`src/rtl/blm_pkg.sv`:
```
`timescale 1ns / 1ps
`default_nettype none

package blm_pkg;

  // Width of the sense voltage and of the stored maximum.
  localparam int unsigned VOLTAGE_BITS = 12;
  localparam int unsigned FULL_BITS    = 11;
  localparam int unsigned PCT_BITS     = 7;
  localparam int unsigned TICK_BITS    = 8;
  localparam int unsigned CFG_BITS     = 12;

  // Serial divider: the dividend is (v - 1500) * 100, below 50000.
  localparam int unsigned NUM_BITS = 16;
  localparam int unsigned DIV_BITS = 9;
  localparam int unsigned CNT_BITS = $clog2(NUM_BITS);

  localparam logic [VOLTAGE_BITS-1:0] V_MIN_MV       = VOLTAGE_BITS'(1500);
  localparam logic [VOLTAGE_BITS-1:0] CAL_TRIGGER_MV = VOLTAGE_BITS'(1900);
  localparam logic [FULL_BITS-1:0]    FULL_DEFAULT_MV = FULL_BITS'(2000);
  localparam logic [PCT_BITS-1:0]     PCT_FULL       = PCT_BITS'(100);
  localparam logic [PCT_BITS-1:0]     HEAT_PERCENT   = PCT_BITS'(50);
  localparam logic [PCT_BITS-1:0]     RED_PERCENT    = PCT_BITS'(20);
  localparam logic [TICK_BITS-1:0]    TICK_MAX       = '1;

  localparam logic [11:0] LOW_VOLTAGE_RESET   = 12'd1600;
  localparam logic [7:0]  WARN_INTERVAL_RESET = 8'd9;

  // Configuration register indexes.
  typedef enum logic [0:0] {
    REG_LOW_VOLTAGE   = 1'b0,
    REG_WARN_INTERVAL = 1'b1
  } reg_idx_e;

  // Item commands.
  typedef enum logic [0:0] {
    CMD_SAMPLE    = 1'b0,
    CMD_RESET_CAL = 1'b1
  } cmd_e;

  // Sequencer states.
  typedef enum logic [1:0] {
    ST_IDLE = 2'd0,
    ST_DIV  = 2'd1,
    ST_DONE = 2'd2
  } state_e;

endpackage

`default_nettype wire

```
`src/rtl/blm_in_if.sv`:
```
`timescale 1ns / 1ps
`default_nettype none

interface blm_in_if;
  import blm_pkg::*;

  logic                    valid;
  logic                    ready;
  logic                    cmd;
  logic [VOLTAGE_BITS-1:0] voltage_mv;
  logic                    training_active;

  modport source (output valid, output cmd, output voltage_mv, output training_active,
                  input ready);
  modport sink (input valid, input cmd, input voltage_mv, input training_active,
                output ready);
endinterface

`default_nettype wire

```
`src/rtl/blm_out_if.sv`:
```
`timescale 1ns / 1ps
`default_nettype none

interface blm_out_if;
  import blm_pkg::*;

  logic                 valid;
  logic                 ready;
  logic [PCT_BITS-1:0]  percent;
  logic                 low_battery;
  logic                 warn_pulse;
  logic                 calibrated;
  logic [FULL_BITS-1:0] full_scale_mv;
  logic                 heat_allowed;
  logic                 red_light_allowed;

  modport source (output valid, output percent, output low_battery, output warn_pulse,
                  output calibrated, output full_scale_mv, output heat_allowed,
                  output red_light_allowed, input ready);
  modport sink (input valid, input percent, input low_battery, input warn_pulse,
                input calibrated, input full_scale_mv, input heat_allowed,
                input red_light_allowed, output ready);
endinterface

`default_nettype wire

```
`src/rtl/battery_level_monitor.sv`:
```
// Timing: a reset command or a sample outside the ramp goes straight to the result state, so a
// result can be taken in the cycle after acceptance; a sample on the ramp first runs the divider
// steps in the divide state, then shows the result. One item at a time: no new item is taken
// until the result is delivered. A 16-step restoring divider maps voltage to percent.
// Reset (rst_ni low, asynchronous) restores the registers to 1600 mV and 9 samples,
// clears calibration, low state, tick count and percent, and sets full scale to 2000 mV.
`timescale 1ns / 1ps
`default_nettype none

module battery_level_monitor (
  input  wire logic                   clk_i,
  input  wire logic                   rst_ni,
  input  wire logic                   cfg_we_i,
  input  wire logic                   cfg_idx_i,
  input  wire logic [blm_pkg::CFG_BITS-1:0] cfg_data_i,
  blm_in_if.sink                      sample_i,
  blm_out_if.source                   result_o
);
  import blm_pkg::*;

  state_e state_q, state_d;

  logic [11:0]               low_mv_q;
  logic [7:0]                warn_int_q;
  logic [VOLTAGE_BITS-1:0]   max_q;
  logic [FULL_BITS-1:0]      full_q;
  logic                      cal_q;
  logic                      low_q;
  logic [TICK_BITS-1:0]      tick_q;
  logic [PCT_BITS-1:0]       pct_q;
  logic                      warn_q;

  logic [NUM_BITS-1:0]       num_q;
  logic [DIV_BITS-1:0]       rem_q;
  logic [DIV_BITS-1:0]       dvs_q;
  logic [PCT_BITS-1:0]       quo_q;
  logic [CNT_BITS-1:0]       cnt_q;

  logic accept, deliver, is_sample, need_div;

  assign accept    = sample_i.valid && sample_i.ready;
  assign deliver   = result_o.valid && result_o.ready;
  assign is_sample = (sample_i.cmd == CMD_SAMPLE);

  // Calibration update for the incoming sample.
  logic [VOLTAGE_BITS-1:0] v;
  logic                    new_max;
  logic [VOLTAGE_BITS-1:0] max_d;
  logic [FULL_BITS-1:0]    full_d;
  logic                    cal_d;
  logic [VOLTAGE_BITS-1:0] full_ext;

  assign v = sample_i.voltage_mv;

  always_comb begin
    new_max = (v > max_q);
    max_d   = max_q;
    full_d  = full_q;
    cal_d   = cal_q;
    if (new_max) begin
      max_d = v;
      if (v >= CAL_TRIGGER_MV) begin
        cal_d = 1'b1;
        if (v > VOLTAGE_BITS'(FULL_DEFAULT_MV)) begin
          full_d = FULL_DEFAULT_MV;
        end else begin
          full_d = v[FULL_BITS-1:0];
        end
      end
    end
  end

  assign full_ext = VOLTAGE_BITS'(full_d);
  assign need_div = (v > V_MIN_MV) && (v < full_ext);

  // Dividend (v - 1500) * 100 and divisor full - 1500 for the ramp.
  logic [DIV_BITS-1:0] span;
  logic [NUM_BITS-1:0] span_w;
  logic [NUM_BITS-1:0] num_init;
  logic [DIV_BITS-1:0] dvs_init;

  assign span     = DIV_BITS'(v - V_MIN_MV);
  assign span_w   = NUM_BITS'(span);
  assign num_init = (span_w << 6) + (span_w << 5) + (span_w << 2);
  assign dvs_init = DIV_BITS'(full_ext - V_MIN_MV);

  // Low state and warning tick for the incoming sample.
  logic                 low_d;
  logic [TICK_BITS-1:0] tick_a, tick_b, tick_d;
  logic                 warn_d;

  always_comb begin
    low_d  = low_q;
    tick_a = tick_q;
    if (v > low_mv_q) begin
      low_d  = 1'b0;
      tick_a = '0;
    end else if (!low_q) begin
      low_d  = 1'b1;
      tick_a = '0;
    end
    tick_b = (tick_a < TICK_MAX) ? tick_a + 1'b1 : tick_a;
    tick_d = tick_b;
    warn_d = 1'b0;
    if (low_d && (tick_b >= warn_int_q)) begin
      warn_d = !sample_i.training_active;
      tick_d = '0;
    end
  end

  // One restoring division step: shift in a dividend bit, subtract if it fits.
  logic [DIV_BITS:0]   r_sh;
  logic                q_bit;
  logic [DIV_BITS-1:0] rem_d;
  logic [PCT_BITS-1:0] quo_d;

  always_comb begin
    r_sh  = {rem_q, num_q[NUM_BITS-1]};
    q_bit = (r_sh >= {1'b0, dvs_q});
    rem_d = q_bit ? DIV_BITS'(r_sh - {1'b0, dvs_q}) : r_sh[DIV_BITS-1:0];
    quo_d = {quo_q[PCT_BITS-2:0], q_bit};
  end

  // Next state.
  always_comb begin
    state_d = state_q;
    unique case (state_q)
      ST_IDLE: begin
        if (accept) begin
          state_d = (is_sample && need_div) ? ST_DIV : ST_DONE;
        end
      end
      ST_DIV: begin
        if (cnt_q == '0) begin
          state_d = ST_DONE;
        end
      end
      ST_DONE: begin
        if (deliver) begin
          state_d = ST_IDLE;
        end
      end
      default: state_d = ST_IDLE;
    endcase
  end

  // Handshake outputs.
  always_comb begin
    sample_i.ready = 1'b0;
    result_o.valid = 1'b0;
    unique case (state_q)
      ST_IDLE: sample_i.ready = 1'b1;
      ST_DONE: result_o.valid = 1'b1;
      default: ;
    endcase
  end

  assign result_o.percent           = pct_q;
  assign result_o.low_battery       = low_q;
  assign result_o.warn_pulse        = warn_q;
  assign result_o.calibrated        = cal_q;
  assign result_o.full_scale_mv     = full_q;
  assign result_o.heat_allowed      = (pct_q >= HEAT_PERCENT);
  assign result_o.red_light_allowed = (pct_q >= RED_PERCENT);

  // Control and block state.
  always_ff @(posedge clk_i or negedge rst_ni) begin
    if (!rst_ni) begin
      state_q    <= ST_IDLE;
      low_mv_q   <= LOW_VOLTAGE_RESET;
      warn_int_q <= WARN_INTERVAL_RESET;
      max_q      <= '0;
      full_q     <= FULL_DEFAULT_MV;
      cal_q      <= 1'b0;
      low_q      <= 1'b0;
      tick_q     <= '0;
      pct_q      <= '0;
      warn_q     <= 1'b0;
      cnt_q      <= '0;
    end else begin
      state_q <= state_d;
      if (cfg_we_i) begin
        unique case (reg_idx_e'(cfg_idx_i))
          REG_LOW_VOLTAGE:   low_mv_q   <= cfg_data_i[11:0];
          REG_WARN_INTERVAL: warn_int_q <= cfg_data_i[7:0];
          default: ;
        endcase
      end
      if (accept) begin
        if (is_sample) begin
          max_q  <= max_d;
          full_q <= full_d;
          cal_q  <= cal_d;
          low_q  <= low_d;
          tick_q <= tick_d;
          warn_q <= warn_d;
          cnt_q  <= CNT_BITS'(NUM_BITS - 1);
          if (v <= V_MIN_MV) begin
            pct_q <= '0;
          end else if (!need_div) begin
            pct_q <= PCT_FULL;
          end
        end else begin
          max_q  <= '0;
          full_q <= FULL_DEFAULT_MV;
          cal_q  <= 1'b0;
          warn_q <= 1'b0;
        end
      end
      if (state_q == ST_DIV) begin
        cnt_q <= cnt_q - 1'b1;
        if (cnt_q == '0) begin
          pct_q <= quo_d;
        end
      end
    end
  end

  // Divider shift registers.
  always_ff @(posedge clk_i) begin
    if (accept) begin
      num_q <= num_init;
      dvs_q <= dvs_init;
      rem_q <= '0;
      quo_q <= '0;
    end else if (state_q == ST_DIV) begin
      num_q <= num_q << 1;
      rem_q <= rem_d;
      quo_q <= quo_d;
    end
  end

endmodule

`default_nettype wire

```
`src/flat_wrapper.sv`:
```
// flat-port wrapper written by rule: the top's interface ports become plain ports
module battery_level_monitor_flat import blm_pkg::*;
  (clk_i, rst_ni, cfg_we_i, cfg_idx_i, cfg_data_i, sample_i_valid, sample_i_cmd, sample_i_voltage_mv, sample_i_training_active, sample_i_ready, result_o_valid, result_o_percent, result_o_low_battery, result_o_warn_pulse, result_o_calibrated, result_o_full_scale_mv, result_o_heat_allowed, result_o_red_light_allowed, result_o_ready);
  blm_in_if sample_i_i ();
  blm_out_if result_o_i ();
  input  wire logic clk_i;
  input  wire logic rst_ni;
  input  wire logic cfg_we_i;
  input  wire logic cfg_idx_i;
  input  wire logic [blm_pkg::CFG_BITS-1:0] cfg_data_i;
  input wire logic [$bits(sample_i_i.valid)-1:0] sample_i_valid;
  input wire logic [$bits(sample_i_i.cmd)-1:0] sample_i_cmd;
  input wire logic [$bits(sample_i_i.voltage_mv)-1:0] sample_i_voltage_mv;
  input wire logic [$bits(sample_i_i.training_active)-1:0] sample_i_training_active;
  output wire logic [$bits(sample_i_i.ready)-1:0] sample_i_ready;
  output wire logic [$bits(result_o_i.valid)-1:0] result_o_valid;
  output wire logic [$bits(result_o_i.percent)-1:0] result_o_percent;
  output wire logic [$bits(result_o_i.low_battery)-1:0] result_o_low_battery;
  output wire logic [$bits(result_o_i.warn_pulse)-1:0] result_o_warn_pulse;
  output wire logic [$bits(result_o_i.calibrated)-1:0] result_o_calibrated;
  output wire logic [$bits(result_o_i.full_scale_mv)-1:0] result_o_full_scale_mv;
  output wire logic [$bits(result_o_i.heat_allowed)-1:0] result_o_heat_allowed;
  output wire logic [$bits(result_o_i.red_light_allowed)-1:0] result_o_red_light_allowed;
  input wire logic [$bits(result_o_i.ready)-1:0] result_o_ready;
  assign sample_i_i.valid = sample_i_valid;
  assign sample_i_i.cmd = sample_i_cmd;
  assign sample_i_i.voltage_mv = sample_i_voltage_mv;
  assign sample_i_i.training_active = sample_i_training_active;
  assign sample_i_ready = sample_i_i.ready;
  assign result_o_valid = result_o_i.valid;
  assign result_o_percent = result_o_i.percent;
  assign result_o_low_battery = result_o_i.low_battery;
  assign result_o_warn_pulse = result_o_i.warn_pulse;
  assign result_o_calibrated = result_o_i.calibrated;
  assign result_o_full_scale_mv = result_o_i.full_scale_mv;
  assign result_o_heat_allowed = result_o_i.heat_allowed;
  assign result_o_red_light_allowed = result_o_i.red_light_allowed;
  assign result_o_i.ready = result_o_ready;
  battery_level_monitor u_core (.clk_i(clk_i), .rst_ni(rst_ni), .cfg_we_i(cfg_we_i), .cfg_idx_i(cfg_idx_i), .cfg_data_i(cfg_data_i), .sample_i(sample_i_i), .result_o(result_o_i));
endmodule
```
`config.mk`:
```
export PLATFORM = sky130hd
export DESIGN_NAME = battery_level_monitor_flat
export DESIGN_NICKNAME = d
export VERILOG_FILES = /design/src/rtl/blm_pkg.sv /design/src/rtl/blm_in_if.sv /design/src/rtl/blm_out_if.sv /design/src/rtl/battery_level_monitor.sv /design/src/flat_wrapper.sv
export SDC_FILE = /design/constraint.sdc
export NUM_CORES = 1
export LEC_CHECK = 0
export BUFFER_PORTS_ARGS = -buffer_cell sky130_fd_sc_hd__clkbuf_2
export CAP_MARGIN = 10
export CORE_MARGIN = 4
export CORE_UTILIZATION = 61
export DETAILED_ROUTE_END_ITERATION = 10
export HOLD_SLACK_MARGIN = 0.08
export PLACE_DENSITY = 0.93
export SLEW_MARGIN = 20
export SYNTH_ARGS = -nofsm -noshare
export SYNTH_HDL_FRONTEND = slang
export SYNTH_SLANG_ARGS = --single-unit
```
`constraint.sdc`:
```
create_clock -name clk_i -period 6.15 [get_ports clk_i]
set_input_delay 0.615 -clock clk_i [delete_from_list [all_inputs] [get_ports clk_i]]
set_output_delay 0.615 -clock clk_i [all_outputs]
set_load 0.005 [all_outputs]
```
Word-level counts from Yosys, hierarchy flattened

Index checks and enable logic that the tools add are counted.

Add/subtract/negate cells: 7
$mul: 0
Div/mod/pow operators: 0
Magnitude comparators: 12
Equality and inequality tests: 6
Shifts and indexed selects: 0
Muxes and demuxes: 35
Bitwise logic cells: 2
Reduce and logical (&&, ||, !) cells: 18

Operator list:

| cell                                                                                  | number |
|---|---|
| 11-bit 2-to-1 mux                                                                     | 4 |
| 7-bit 2-to-1 mux                                                                      | 6 |
| 16-bit 2-to-1 mux                                                                     | 2 |
| 8-bit 2-to-1 mux                                                                      | 4 |
| 12-bit by 11-bit > comparator with 1-bit output, second input constant                | 2 |
| 12-bit > comparator                                                                   | 2 |
| 12-bit 2-to-1 mux                                                                     | 2 |
| 9-bit subtractor, second input constant                                               | 2 |
| 15-bit by 14-bit adder with 16-bit output                                             | 1 |
| 16-bit by 11-bit adder with 16-bit output                                             | 1 |
| 12-bit by 11-bit greater-or-equal comparator with 1-bit output, second input constant | 1 |
| 12-bit by 11-bit <= comparator with 1-bit output, second input constant               | 1 |
| 12-bit by 11-bit less-than comparator with 1-bit output                               | 1 |
| 4-bit 2-to-1 mux                                                                      | 3 |
| 10-bit by 9-bit greater-or-equal comparator with 1-bit output                         | 1 |
| 2-bit AND reduction                                                                   | 5 |
| 9-bit 2-to-1 mux                                                                      | 1 |
| 9-bit subtractor                                                                      | 1 |
| 8-bit by 1-bit adder with 8-bit output, second input constant                         | 1 |
| 8-bit greater-or-equal comparator                                                     | 1 |
| 8-bit less-than comparator, second input constant                                     | 1 |
| 1-bit 2-to-1 mux                                                                      | 8 |
| 2-bit 2-to-1 mux                                                                      | 4 |
| 2-bit by 1-bit inequality test with 1-bit output, second input constant               | 4 |
| other kinds (13)                                                                      | 21 |

Flip-flop bits (word level): 107
Bits in latches: 0
Bits in writable memories: 0
ROM bits: 0
Bits of input ports: 32
Output and inout port bits: 25
Logic and storage cells: 95
Memories: 0

Logic depth before layout (Yosys ltp)

Gate-level depths: netlist of the first run.

Depth after elaboration: 12
Depth in mapped cells: 22

Worst setup path before layout of the first run

Ideal clock, no wire load.

Path kind: input to register
From: input port sample_i_voltage_mv[9]
To: register u_core.tick_q[2]
Setup time: 0.147 ns
Arrival: 4.335 ns
Required time: 6.003 ns
Slack: 1.669 ns
Stages: 21
Cells stage by stage: ha_1 > a21o_1 > a21o_1 > a221oi_1 > a31o_2 > and2_1 > ha_1 > and3_1 > clkbuf_1 > and3_1 > clkbuf_1 > xnor2_1 > nor2_1 > ha_1 > nand2b_1 > a211o_1 > o2111ai_1 > a31o_2 > or2_1 > o2111ai_1 > o311ai_0

Cells in the longest elaborated chain, start to end: 7

Ends and longest elaborated chain:

| what                                                                                 | RTL line                     | text |
|---|---|---|
| from (decl)                                                                          | flat_wrapper.sv:13           | `input wire logic [$bits(sample_i_i.voltage_mv)-1:0] sample_i_voltage_mv;` |
| 12-bit > comparator (*)                                                              | battery_level_monitor.sv:95  | `if (v > low_mv_q) begin` |
| 8-bit 2-to-1 mux                                                                     | battery_level_monitor.sv:95  |  |
| 8-bit by 1-bit adder with 8-bit output or 8-bit less-than comparator (tied branches) | battery_level_monitor.sv:102 | `tick_b = (tick_a < TICK_MAX) ? tick_a + 1'b1 : tick_a;` |
| 8-bit 2-to-1 mux                                                                     | battery_level_monitor.sv:102 |  |
| 8-bit greater-or-equal comparator                                                    | battery_level_monitor.sv:105 | `if (low_d && (tick_b >= warn_int_q)) begin` |
| 1-bit logical AND                                                                    | battery_level_monitor.sv:105 |  |
| 8-bit 2-to-1 mux (*)                                                                 | battery_level_monitor.sv:105 |  |
| to (signal assigned)                                                                 | battery_level_monitor.sv:195 | `tick_q <= tick_d;` |
| to (decl)                                                                            | battery_level_monitor.sv:29  | `logic [TICK_BITS-1:0] tick_q;` |

Every way passes the cells marked *; elsewhere a longest branch is shown, timed or not.
A chain may end at the register's enable or synchronous reset.

Worst setup path in the final report of the first run

From: register u_core.low_mv_q[9]
To: register u_core.tick_q[2]

Cells in the longest elaborated chain, start to end: 7

Ends and longest elaborated chain:

| what                                                                                 | RTL line                     | text |
|---|---|---|
| from (decl)                                                                          | battery_level_monitor.sv:23  | `logic [11:0] low_mv_q;` |
| from (signal assigned)                                                               | battery_level_monitor.sv:184 | `REG_LOW_VOLTAGE: low_mv_q <= cfg_data_i[11:0];` |
| 12-bit > comparator (*)                                                              | battery_level_monitor.sv:95  |  |
| 8-bit 2-to-1 mux                                                                     | battery_level_monitor.sv:95  |  |
| 8-bit by 1-bit adder with 8-bit output or 8-bit less-than comparator (tied branches) | battery_level_monitor.sv:102 |  |
| 8-bit 2-to-1 mux                                                                     | battery_level_monitor.sv:102 |  |
| 8-bit greater-or-equal comparator                                                    | battery_level_monitor.sv:105 |  |
| 1-bit logical AND                                                                    | battery_level_monitor.sv:105 |  |
| 8-bit 2-to-1 mux (*)                                                                 | battery_level_monitor.sv:105 |  |

Marks and branches as above.

==> parameters.txt, run 1 <==
Parameter                              Value

Run status
  Outcome ... completed

Layout
  Count of placed standard cells in the final layout, fillers left out ... around 930
  Commonest non-fill, non-tap cell in the layout ... inv_1
  Highest-count cells in the layout ignoring fill and taps ... inv_1, ha_1, nand2_1
  Filler Cells Inserted ... 742
  Layout overhead on the synthesized area ... 8.69%
  Fraction of layout instances using a drive strength above 1 ... between 10% and 20%
  Diode insertion count for antenna repair ... 0
  Post-layout nets ... 892

STA
  Final critical-path share of the clock period ... roughly four fifths
  Slew at the pin with the worst max-slew slack ... around 1.0 ns
  Post-Route Setup TNS ... 0 ns
  Final setup violation count ... 0
  Headroom to the max-slew limit ... about 30%
  RSZ-0062 raised after global routing ... false
  Number of pins exceeding their max-slew limit in the final report ... 0
  Clk_skew ... approximately 0.015 ns
  Min Clock Period, post-route ... roughly 4.9 ns
  Timing-limited maximum frequency ... approximately 0.2 GHz
  Number of endpoints with negative hold slack in the final report ... 0

Power
  Cell Pwr Density ... between 300 and 400 nW/µm²
  Cell leakage power ... ~3.4 nW
  Tot Pwr ... 2.29 mW
  Max IR drop VDD ... about 160 µV

Yosys
  Synth unique cells ... ~70
  Cell area after synthesis ... a little under 7000 µm²
  FF+latch count, synth ... ~110
  Sequential element share of the synthesized area ... about two fifths
  Number of warnings issued by yosys ... 0
  Synthesized area divided by synthesized cell count ... 9.23 µm²
  Fraction of registers with async set/reset ... 63.8%
  Most used flip-flop cell after synthesis ... dfrtp_1
  Count of flip-flops with a built-in enable after synthesis ... 23
  Net count after synthesis ... ~850
  Gate count of the mapped netlist ... 738

Worst setup path
  Number of cells on the worst reg-to-reg path ... 20
  Kind of end point of the critical path ... flip-flop
  Category of the most critical setup path ... reg2reg
  Worst setup path start ... u_core.low_mv_q[9]$_DFFE_PN1P_
  Reg-to-reg slack, setup ... 1.23 ns
  Critical path startpoint category ... flip-flop
  Largest driver fanout on the critical path ... 8
  Reg2Reg Launch Point ... u_core.low_mv_q[9]$_DFFE_PN1P_
  Capture instance of the worst register-to-register path ... u_core.tick_q[2]$_DFFE_PN0P_
  Signal arrival time at the worst endpoint ... a little over 5 ns
  Required time at the worst-slack endpoint ... approximately 6.4 ns

Clocking
  CTS buffer count ... 9
  Maximum clock insertion buffer count ... 2
  Number of clock sinks ... ~110
  Post-CTS setup repair buffer count ... 0
  Cts hold-fix bufs ... 0
  Clock latency of the later-clocked register in the worst-skew pair ... slightly below 0.4 ns
  Clock transition at path regs ... about 0.12 ns
  CTS resizes ... 0
  Max H-tree Level ... 3
  Root Driver ... clkbuf_8
  TritonCTS clock tree ... done

Floorplan
  Die Area ... approximately 13000 µm²
  Number of standard-cell rows in the floorplan ... 38
  Ports placed on the boundary ... 57
  Core Region ... approximately 11000 µm²
  Vertical die dimension ... roughly 110 µm
  Die width ... ~110 µm
  Effective utilization at floorplan ... 62.5%

Place
  Detailed placement HPWL ... 11.4 mm
  Routability Congestion ... about 0.86
  Port-buffer cells ... 56
  Cell total after placement ... approximately 910

Detailed routing
  Overall via count from detail_route ... 5735
  Number of iterations in the first detailed-routing pass ... 5
  Average wire per standard cell ... about 17 µm
  Post-detailed-route via-to-cell ratio ... approximately 6
  Drt drc ... 0
  Remaining number of nets flagged by the antenna check after routing ... 0
  Detailed Route WL ... 15.9 mm
  DR iter-0 viols ... roughly 400

GRT
  Antenna violations before repair ... 0
  Largest net degree at the start of global routing ... 68
  Wire length of the first global-routing pass ... between 20 and 30 mm
  Grt ovf ... 0
  Via count of the first global-routing pass ... between 5000 and 6000
  Global Route Usage Sum ... roughly a quarter

Min path
  Hold WC Path Type ... in2async

Run
  # Max-Cap Violations ... 0
[report_power, final]
group	internal [mW]	switching, mW	leakage (nW)
clock network	0.164	0.277	0.105
registers	0.885	0.0994	1.16
logic	0.365	0.503	2.17
total	1.41	0.879	3.44
[worst max-delay path by stage]
stage	to	slack, ns	depth (start not counted)
2_1_floorplan	u_core.tick_q[2]$_DFFE_PN0P_	1.67	21
3_3_place_gp	u_core.tick_q[2]$_DFFE_PN0P_	1.27	20
3_5_place_dp	u_core.tick_q[2]$_DFFE_PN0P_	1.09	20
4_1_cts	u_core.tick_q[2]$_DFFE_PN0P_	1.30	20
5_1_grt	u_core.tick_q[2]$_DFFE_PN0P_	0.83	20
6_report	u_core.tick_q[2]$_DFFE_PN0P_	1.23	20
[final cells by class]
type                       instances  area [µm²]  share of cell area, %
clock inverter                     7        83.8                   1.13
timing repair buffer              62         325                   4.39
inverter                          87         327                   4.41
clock buffer                       9         124                   1.67
multi-input combinational        519        3690                   49.8
sequential                       105        2680                   36.2
tap                              140         175                   2.37
[synth_stat cells, drive strengths merged, types with 11 or more instances]
library cell,instances,area share [%]
dfrtp,56,21
clkbuf,19,1.0
o21ai,64,4.8
dfxtp,15,4.4
and3,11,1.0
nor2b,12,1.1
nor2,42,2.3
ha,70,13
dfstp,11,4.2
a22o,17,2.2
a21oi,45,3.4
edfxtp,23,10
inv,87,4.8
nand2b,11,1.0
nor3,11,0.81
xnor2,11,1.4
nand3,14,1.0
nand2,65,3.6
[logic make-up (layout without fill, tap and decap cells)]
| logic type | Yosys count | count (layout) | synth area share, % |
|---|---|---|---|
| AOI/OAI and AO/OA | 203 | 203 | 19.6 |
| xor gates and xnor gates | 19 | 19 | 2.44 |
| adders and majority gates | 76 | 76 | 14.6 |
| buffers and inverters | 114 | 165 | 6.50 |
| DFF | 105 | 105 | 39.4 |
| muxes | 17 | 17 | 2.66 |
| and+or+nand+nor | 204 | 204 | 14.8 |
[per-layer routing]
metal  global-route usage [%]  part of all wire [%]
met5                        0                     0
met1                     33.6                    41
met3                     4.08                   7.0
met4                     10.3                   3.2
met2                     42.5                    48
[stage by stage]
step           hold WS [ns]  setup WS (ns)  utilization (%)  area (µm²)
3_5_place_dp          0.457           1.09             66.1        7190
6_report              0.392           1.23             68.0        7400
2_1_floorplan         0.319           1.67                -        6810
3_3_place_gp          0.453           1.27             66.1        7190
5_1_grt               0.417          0.835             68.0        7400
4_1_cts               0.408           1.30             68.0        7400
[state kept, by name, indices dropped and copies added (netlist names)]
signal	flops
u_core.cnt_q	4
u_core.num_q	14
u_core.tick_q	8
u_core.result_o.percent	7
u_core.result_o.full_scale_mv	11
u_core.quo_q	6
u_core.rem_q	9
u_core.max_q	12
u_core.result_o.warn_pulse	1
u_core.result_o.low_battery	1
u_core.result_o.calibrated	1
u_core.warn_int_q	8
u_core.dvs_q	9
u_core.low_mv_q	12
u_core.state_q	2
[critical path, cell delays in order, from the launching register on]
cell	delay [ns]
dfstp_2	0.53
inv_1	0.05
ha_1	0.31
a21o_1	0.17
a21o_1	0.18
a221oi_1	0.49
a31oi_1	0.32
nor2_1	0.17
ha_1	0.22
and3_1	0.30
and3_1	0.34
xnor2_1	0.16
nor2_1	0.06
ha_1	0.28
nand2b_1	0.14
a211o_1	0.29
o2111ai_1	0.08
a31o_2	0.21
or2_1	0.21
o2111ai_1	0.14
o311ai_0	0.15
Power figures use the tool's default switching activity.
==> run 2, diff against run 1 <==
Clock period 6.15 ns to 4.7 ns, I/O delays scaled along.
==> run 2 against run 1 <==
- design area rose by 1.3%
- register-to-register slack got worse by 0.95 ns
- die area did not move
- clock skew rose by 0.0024 ns
- sequential cell count did not move
- combinational power rose by 35%
- via count rose by 0.94%
- wire length rose by 2.6%
- hold slack got worse by 0.11 ns
- utilization rose by 0.91 points
- total power rose by 33%
- global-route usage rose by 0.52 points
==> parameters.txt, run 2 (synthesized netlist as in run 1, its figures left out) <==
Parameter                              Value

Layout
  Registers with the most flip-flops ... u_core.num_q (14), u_core.low_mv_q (12), u_core.max_q (12)
  Highest-count cells in the layout ignoring fill and taps ... inv_1, ha_1, nand2_1
  Layout overhead on the synthesized area ... 10.1%
  Commonest non-fill, non-tap cell in the layout ... inv_1
  Register containing the most flip-flops in the final layout ... u_core.num_q
  Filler Cells Inserted ... around 760
  Area of all sequential standard cells ... between 2000 and 3000 µm²
  Diode insertion count for antenna repair ... 0
  Area used by multi-input combinational logic ... between 3000 and 4000 µm²
  Fraction of layout instances using a drive strength above 1 ... around 16%
  Flip-flop count of the largest register after layout ... 14
  Post-layout nets ... a little over 900

Power
  Clock Power Share ... 19.4%
  Sw Pwr ... between 1 and 1.5 mW
  Tot Pwr ... slightly above 3 mW
  Share of power burned in registers ... 42.3%
  Combinational Power Share ... between 30% and 40%
  Cell leakage power ... roughly 3.5 nW
  Cell Int Power ... 1.91 mW
  Cell Pwr Density ... 405 nW/µm²
  Max IR drop VDD ... roughly 260 µV
  Switching part of the total ... 37.0%

Floorplan
  Effective utilization at floorplan ... between 60% and 70%
  Vertical die dimension ... about 110 µm
  Die Area ... 12900 µm²
  Number of standard-cell rows in the floorplan ... 38
  Die width ... approximately 110 µm
  Core Region ... 10900 µm²
  Ports placed on the boundary ... between 50 and 60

Clocking
  Cts hold-fix bufs ... 0
  Clock transition at path regs ... approximately 0.10 ns
  Post-CTS setup repair buffer count ... 0
  Maximum clock insertion buffer count ... 2
  CTS buffer count ... 9
  CTS resizes ... 0
  TritonCTS clock tree ... done
  Clock latency of the later-clocked register in the worst-skew pair ... approximately 0.38 ns
  Root Driver ... clkbuf_8
  Number of clock sinks ... between 100 and 150
  Max H-tree Level ... 3

Detailed routing
  Average wire per standard cell ... between 15 and 20 µm
  Detailed Route WL ... 16.3 mm
  Post-detailed-route via-to-cell ratio ... approximately 6.1
  Overall via count from detail_route ... about 5800
  DR iter-0 viols ... around 460
  Remaining number of nets flagged by the antenna check after routing ... 0
  Drt drc ... 0
  Number of iterations in the first detailed-routing pass ... 5

Run
  # Max-Cap Violations ... 0

GRT
  Largest net degree at the start of global routing ... between 60 and 70
  Antenna violations before repair ... 0
  Via count of the first global-routing pass ... 5716
  Grt ovf ... 0
  Wire length of the first global-routing pass ... between 20 and 30 mm
  Global Route Usage Sum ... 26.1%

STA
  Min Clock Period, post-route ... 4.42 ns
  Timing-limited maximum frequency ... ~0.23 GHz
  Slew at the pin with the worst max-slew slack ... approximately 1 ns
  Clk_skew ... approximately 0.017 ns
  Number of endpoints with negative hold slack in the final report ... 0
  Final critical-path share of the clock period ... 94.0%
  Post-Route Setup TNS ... 0 ns
  Headroom to the max-slew limit ... 31.2%
  Final setup violation count ... 0
  Slack of the critical path ... about 0.28 ns
  Number of pins exceeding their max-slew limit in the final report ... 0

Worst setup path
  Critical path startpoint category ... flip-flop
  Reg-to-reg slack, setup ... roughly 0.28 ns
  Required time at the worst-slack endpoint ... roughly 5.0 ns
  Largest driver fanout on the critical path ... 5
  Kind of end point of the critical path ... flip-flop
  Category of the most critical setup path ... reg2reg
  Signal arrival time at the worst endpoint ... 4.69 ns

Min path
  Hold WC Path Type ... in2async

Place
  Detailed placement HPWL ... ~12 mm
  Setup slack after placement ... roughly 0.19 ns
  Port-buffer cells ... 56
  Routability Congestion ... ~0.9

Run status
  Outcome ... completed
==> run 2: worst max-delay path, cell delays in order, from the launching register on <==
cell       delay [ns]
dfstp_2          0.52
inv_1            0.05
ha_1             0.31
a21o_1           0.19
a21o_1           0.20
a221oi_2         0.34
a31o_2           0.22
and2_1           0.15
ha_1             0.22
and3_1           0.19
and3_1           0.23
xnor2_1          0.13
nor2_1           0.06
ha_1             0.26
nand2b_1         0.14
a211o_1          0.30
o2111ai_1        0.10
a31o_2           0.23
or2_1            0.21
o2111ai_1        0.14
o311ai_0         0.15
==> run 2: metal layers <==
| metal | vias up | track usage, % | routed length (µm) |
|---|---|---|---|
| li1 | 2728 | - | - |
| met1 | 2749 | 32.7 | 6680 |
| met5 | - | 0 | 0 |
| met4 | 0 | 11.3 | 525 |
| met2 | 257 | 43.9 | 8020 |
| met3 | 55 | 5.36 | 1050 |
==> run 2: power by group through the flow <==
stage	logic (mW)	registers, mW	clock network, mW
floorplan	0.817	1.27	0
global placement	1.08	1.29	0
detailed placement	1.13	1.30	0
CTS	1.15	1.28	0.592
global route	1.31	1.31	0.632
finish	1.17	1.29	0.588
==> run 2: path summary, 6_finish.rpt <==
kind                                                     start                                      to  depth (start not counted)
worst max-delay path            u_core.low_mv_q[9]$_DFFE_PN1P_            u_core.tick_q[2]$_DFFE_PN0P_                         20
worst min-delay path                                    rst_ni        u_core.warn_int_q[4]$_DFFE_PN0P_                          2
worst max register to register  u_core.low_mv_q[9]$_DFFE_PN1P_            u_core.tick_q[2]$_DFFE_PN0P_                         20
worst min register to register    u_core.quo_q[5]$_SDFFE_PP0P_            u_core.quo_q[5]$_SDFFE_PP0P_                          2
max in group asynchronous                               rst_ni             u_core.max_q[6]$_DFFE_PN0P_                          2
min in group clk_i                    sample_i_training_active  u_core.result_o.warn_pulse$_DFFE_PN0P_                          2
==> run 2: final cells by class <==
cell class | count | area share [%]
clock inverter | 6 | 0.834
clock buffer | 10 | 1.83
multi-input combinational | 519 | 49.3
sequential | 105 | 35.7
inverter | 87 | 4.35
tap | 140 | 2.34
timing repair buffer | 75 | 5.64
==> run 2: stage by stage <==
| stage | hold slack (ns) | utilization, % | cell area (µm²) | std cells |
|---|---|---|---|---|
| final | 0.282 | 68.9 | 7500 | 942 |
| after CTS | 0.278 | 68.8 | 7490 | 942 |
| after global routing | 0.260 | 68.9 | 7500 | 942 |
| after detailed placement | 0.465 | 67.0 | 7290 | 926 |
| after global placement | 0.453 | 67.0 | 7290 | 926 |
| after floorplan | 0.174 | - | 6810 | 738 |
